<file path="src/rtl/fpcd_pkg.sv">
// Package for the FIFO page cache directory.
// Holds sizes, command and status codes, the slot word and the control structs.
// No dependencies.
`default_nettype none

package fpcd_pkg;

  localparam int MAX_SLOTS   = 416;
  localparam int ROM_PAGES   = 128;
  localparam int ROM_VOLUMES = 3;
  localparam int NOR_PAGES   = 32;
  localparam int ROM_ENTRIES = ROM_VOLUMES * ROM_PAGES;

  localparam int SLOT_W = 9;
  localparam int PAGE_W = 7;
  localparam int VOL_W  = 2;
  localparam int NOR_W  = 5;
  localparam int CMD_W  = 3;
  localparam int ST_W   = 2;

  localparam logic [SLOT_W-1:0] NOT_CACHED  = 9'h1ff;
  localparam logic [SLOT_W-1:0] MAX_SLOTS_V = SLOT_W'(MAX_SLOTS);
  localparam logic [SLOT_W-1:0] LAST_SLOT   = SLOT_W'(MAX_SLOTS - 1);
  localparam logic [1:0]        KIND_NOR    = 2'b11;

  // Command codes
  localparam logic [CMD_W-1:0] CMD_LOAD_ROM   = 3'd0;
  localparam logic [CMD_W-1:0] CMD_LOAD_NOR   = 3'd1;
  localparam logic [CMD_W-1:0] CMD_MARK_DIRTY = 3'd2;
  localparam logic [CMD_W-1:0] CMD_WIPE_NOR   = 3'd3;
  localparam logic [CMD_W-1:0] CMD_FLUSH      = 3'd4;

  // Status codes
  localparam logic [ST_W-1:0] ST_DONE   = 2'd0;
  localparam logic [ST_W-1:0] ST_RANGE  = 2'd1;
  localparam logic [ST_W-1:0] ST_STALE  = 2'd2;
  localparam logic [ST_W-1:0] ST_NO_MAP = 2'd3;

  // One slot's directory word
  typedef struct packed {
    logic              used;
    logic              dirty;
    logic [1:0]        kind;
    logic [PAGE_W-1:0] page;
  } slot_t;

  // One result beat
  typedef struct packed {
    logic [ST_W-1:0]   status;
    logic              hit;
    logic [SLOT_W-1:0] slot;
    logic              fill_needed;
    logic              writeback;
    logic [NOR_W-1:0]  writeback_page;
    logic [SLOT_W-1:0] writeback_slot;
    logic              last;
  } res_t;

  // Controller to datapath commands
  typedef struct packed {
    logic clr;
    logic idle;
    logic dec;
    logic evict;
    logic commit;
    logic dirty_wr;
    logic walk_rd;
    logic walk_chk;
    logic finish;
    logic emit;
    logic next_page;
  } ctl_t;

  // Datapath to controller status
  typedef struct packed {
    logic clr_done;
    logic acc;
    logic dec_done;
    logic dec_miss;
    logic dec_mark;
    logic walk_valid;
    logic walk_last;
    logic chk_stall;
    logic out_free;
  } sts_t;

endpackage

`default_nettype wire

</file>
<file path="src/rtl/fpcd_ctrl.sv">
// Controller state machine of the page cache directory.
// Depends on fpcd_pkg; issues ctl_t commands to fpcd_dp and reads sts_t.
`default_nettype none

module fpcd_ctrl (
  input  logic           clk,
  input  logic           rst_n,
  input  fpcd_pkg::sts_t sts,
  output fpcd_pkg::ctl_t ctl
);
  import fpcd_pkg::*;

  typedef enum logic [9:0] {
    S_CLEAR = 10'b0000000001,
    S_IDLE  = 10'b0000000010,
    S_DEC   = 10'b0000000100,
    S_EVT   = 10'b0000001000,
    S_CMT   = 10'b0000010000,
    S_DWR   = 10'b0000100000,
    S_WALK  = 10'b0001000000,
    S_WCHK  = 10'b0010000000,
    S_FIN   = 10'b0100000000,
    S_EMIT  = 10'b1000000000
  } state_t;

  state_t state_r, state_nxt;

  // Next state
  always_comb begin
    state_nxt = state_r;
    unique case (state_r)
      S_CLEAR: if (sts.clr_done) state_nxt = S_IDLE;
      S_IDLE:  if (sts.acc) state_nxt = S_DEC;
      S_DEC: begin
        priority if (sts.dec_done) state_nxt = S_EMIT;
        else if (sts.dec_miss) state_nxt = S_EVT;
        else if (sts.dec_mark) state_nxt = S_DWR;
        else state_nxt = S_WALK;
      end
      S_EVT:   state_nxt = S_CMT;
      S_CMT:   state_nxt = S_EMIT;
      S_DWR:   state_nxt = S_EMIT;
      S_WALK: begin
        priority if (sts.walk_valid) state_nxt = S_WCHK;
        else if (sts.walk_last) state_nxt = S_FIN;
        else state_nxt = S_WALK;
      end
      S_WCHK: begin
        priority if (sts.chk_stall) state_nxt = S_WCHK;
        else if (sts.walk_last) state_nxt = S_FIN;
        else state_nxt = S_WALK;
      end
      S_FIN:   state_nxt = S_EMIT;
      S_EMIT:  if (sts.out_free) state_nxt = S_IDLE;
      default: state_nxt = S_IDLE;
    endcase
  end

  always_ff @(posedge clk) begin
    if (!rst_n) begin
      state_r <= S_CLEAR;
    end else begin
      state_r <= state_nxt;
    end
  end

  // Commands
  always_comb begin
    ctl.clr       = (state_r == S_CLEAR);
    ctl.idle      = (state_r == S_IDLE);
    ctl.dec       = (state_r == S_DEC);
    ctl.evict     = (state_r == S_EVT);
    ctl.commit    = (state_r == S_CMT);
    ctl.dirty_wr  = (state_r == S_DWR);
    ctl.walk_rd   = (state_r == S_WALK);
    ctl.walk_chk  = (state_r == S_WCHK);
    ctl.finish    = (state_r == S_FIN);
    ctl.emit      = (state_r == S_EMIT);
    ctl.next_page = ((state_r == S_WALK) && !sts.walk_valid && !sts.walk_last) ||
                    ((state_r == S_WCHK) && !sts.chk_stall && !sts.walk_last);
  end

  // Checks
  a_evict_commit: assert property (@(posedge clk) disable iff (!rst_n)
    ctl.evict |=> ctl.commit) else $error("eviction not followed by commit");

  a_dec_after_acc: assert property (@(posedge clk) disable iff (!rst_n)
    (ctl.idle && sts.acc) |=> ctl.dec) else $error("accepted beat not decoded");

  a_clear_once: assert property (@(posedge clk) disable iff (!rst_n)
    ctl.idle |=> !ctl.clr) else $error("clear pass re-entered");

endmodule

`default_nettype wire

</file>
<file path="config.mk">
export PLATFORM = sky130hd
export DESIGN_NAME = fpcd_ctrl
export DESIGN_NICKNAME = d
export VERILOG_FILES = /design/src/rtl/fpcd_pkg.sv /design/src/rtl/fpcd_ctrl.sv
export SDC_FILE = /design/constraint.sdc
export NUM_CORES = 1
export LEC_CHECK = 0
export BUFFER_PORTS_ARGS = -buffer_cell sky130_fd_sc_hd__buf_2
export CAP_MARGIN = 0
export CORE_UTILIZATION = 43
export DETAILED_ROUTE_END_ITERATION = 16
export PLACE_DENSITY = 0.69
export RECOVER_POWER = 100
export SETUP_SLACK_MARGIN = 0.15
export SKIP_LAST_GASP = 1
export SYNTH_ARGS = -nofsm -noshare
export SYNTH_HDL_FRONTEND = slang
export SYNTH_SLANG_ARGS = --single-unit
</file>
<file path="constraint.sdc">
create_clock -name clk -period 1.5 [get_ports clk]
set_input_delay 0 -clock clk [delete_from_list [all_inputs] [get_ports clk]]
set_output_delay 0 -clock clk [all_outputs]
set_load 0.01 [all_outputs]
</file>
==> flow_summary.toml <==
[critical_path]
worst-path-max-fanout = 4
cp-end-kind = "register"
r2r_start = "state_r[7]"
cp.arrival_ps = 1710
startpoint = "state_r[7]"
startpoint_type = "register"
crit_type = "reg -> reg"
cp.required_ps = 1650

[sta]
finalSetupViolCount = 10
period_share = 1.04
skew_ps = 6.88
worst_slew_pin_slew_ps = 367
rsz0062_at_grt = "true"
drv_slew = 0
layout_setup_ws_ps = -56.0
max_freq_ghz = 0.643
min_period_ps = 1560
slew_headroom = 0.755
holdWs_ps = 11.8
hold_viol_final = 0

[final_layout]
post-route-util = 0.889
top_register = "state_r"
drive_gt1_frac = 0.651
final_nets = 141
largestRegisters = "state_r (10)"
area_delta_synth_final_pct = 82.2
final-instance-count-excl-fill = 144
multi_input_area_um2 = 559
diodes = 0
largest_register_ffs = 10
num-fill-cells = 64
seq_area_um2 = 220

[synthesis]
synth_top_area_share = 0.300
yosys.area.top_type = "dfxtp_1"
synth_nets = 90
syn_area_per_cell_um2 = 8.44
yosys_register_bits = 10
netlist_top_cells_area = "dfxtp_1, nor3b_1, nor4_4"
syn_area_um2 = 667
synthCells = 79
ys_types = 32
ys_seq_area_frac = 0.300
yosysWarnings = 0

[worst_hold_path]
hp-class = "in -> reg"
min-delay-start = "sts[2]"

[cts]
clk_latency_ps = 270
clock_tree.root_cell = "clkbuf_4"
tritoncts = "yes"
cts.sinks = 10
clockBufferDepth = 2
clk_pin_slew_worst_paths_ps = 80
h-tree-depth = 1
cts_buffers = 3

[status]
status = "complete, but fails checks"
violations = "negative setup slack"

[route]
antenna_left = 0
avgRoutedWirePerCell_um = 17.4
route.detailed.drc = 0
drtIter0Drc = 21
num_vias = 836
vias_per_cell = 5.81
dr.pass1.iters = 4
routed_wirelength_mm = 2.51

[floorplan]
pin_count = 22
die_w_um = 41.4
die_h_um = 41.4
start_util = 0.488
die_area_um2 = 1710
num_rows = 13
coreArea_um2 = 1370

[place]
dpl.hpwl_mm = 1.31
gp_congestion = 0.841
portBuffers = 21
dp.cells = 122

[global_route]
grt_max_degree = 8
grt_pass1_wl_mm = 3.34
grt_pass1_vias = 731
antenna_found_initial = 0
grt_usage = 0.315
overflow = 0

[pwr]
power.internal_uw = 495
p_per_area_nw_per_um2 = 581
peakVddDrop_uv = 480
seqPwrFrac = 0.392
p_sw_uw = 210
p_leak_uw = 0.000534
p_sw_frac = 0.298
clkPwrFrac = 0.361
combPwrFrac = 0.247

[flow_run]
maxCapViolCount = 0
==> worst max-delay path, stage by stage (launching register included) <==
cell     delay [ps]
dfxtp_4         350
nor4_4          300
buf_4           170
buf_6           110
nand4_1         210
nand3_2         220
nor4b_2          70
==> Yosys cell counts <==
cell,count
nand3_2,1
buf_2,2
and3_1,1
nor2_1,10
nor4b_1,3
xnor2_1,1
nor4_4,2
nor4b_2,1
nand2b_1,4
xor2_1,1
and4b_4,1
o211a_1,1
a211oi_1,1
inv_1,5
o21a_1,1
and2_1,1
o21ai_0,2
buf_4,1
nand4_1,2
o22a_1,2
nand2_1,4
o211ai_1,1
nor3b_1,6
a31oi_1,2
nor3_2,1
inv_2,1
and4b_1,1
o32ai_1,1
nand3_1,4
dfxtp_1,10
nor4_2,1
nor3_1,4
==> power groups by stage <==
stage | Sequential (uW) | Clock, uW | Combinational (uW)
final | 277 | 255 | 174
after global routing | 277 | 260 | 185
after CTS | 279 | 250 | 155
after detailed placement | 287 | 0 | 115
after global placement | 287 | 0 | 113
after floorplan | 287 | 0 | 64.6
==> logic make-up after synthesis <==
| group | synth area share |
|---|---|
| AOI/OAI and AO/OA | 0.122 |
| xor gates and xnor gates | 0.0263 |
| buffers and inverters | 0.0600 |
| DFF | 0.300 |
| and+or+nand+nor | 0.492 |
==> cell usage in the layout (no fill, tap or decap), drive strengths merged, types with 2 or more instances in the layout <==
master / count
nor4b: 4
nand2: 4
a31oi: 2
nor3: 5
nand2b: 4
o22a: 2
dfxtp: 10
nor3b: 6
nor2: 10
buf: 45
clkbuf: 4
inv: 6
nand3: 5
nand4: 2
and4b: 2
nor4: 3
o21ai: 2
dlygate4sd3: 4
==> per-layer routing <==
metal | share of wire | wire length [um] | vias up | GRT usage
met4 | 0.017 | 42 | 0 | 0.153
met3 | 0.063 | 159 | 6 | 0.0798
met5 | 0 | 0 | - | 0
li1 | - | - | 390 | -
met2 | 0.51 | 1270 | 48 | 0.563
met1 | 0.41 | 1040 | 392 | 0.341
==> timing repair <==
item	in CTS	in global routing
cloned	1	0
endpoints found under the setup margin	17	19
pin swaps	14	15
endpoints found under the hold margin	4	0
setup buffers	8	5
gates resized for setup	31	10
hold buffers	4	0
==> stage by stage <==
step	setup slack, ps	setup TNS [ps]	area, um2	power, uW
after CTS	-11.3	-11.3	1140	683
after detailed placement	11.7	0	866	402
after global placement	65.5	0	866	400
after floorplan	86.3	0	691	351
final	-56.0	-309	1210	705
after global routing	-104	-1160	1210	722
==> area by class of cell <==
type | instances | share of cell area
multi-input combinational | 60 | 0.460
timing repair buffer | 49 | 0.295
clock buffer | 4 | 0.0299
sequential | 10 | 0.181
tap | 15 | 0.0154
inverter | 6 | 0.0185
==> final timing paths <==
path | end | slack (ps) | cells after the start
worst max-delay path | state_r[3] | -60 | 6
worst min-delay path | state_r[8] | 10 | 2
worst max register to register | state_r[3] | -60 | 6
worst min register to register | state_r[4] | 630 | 2
Power figures use the tool's default switching activity.
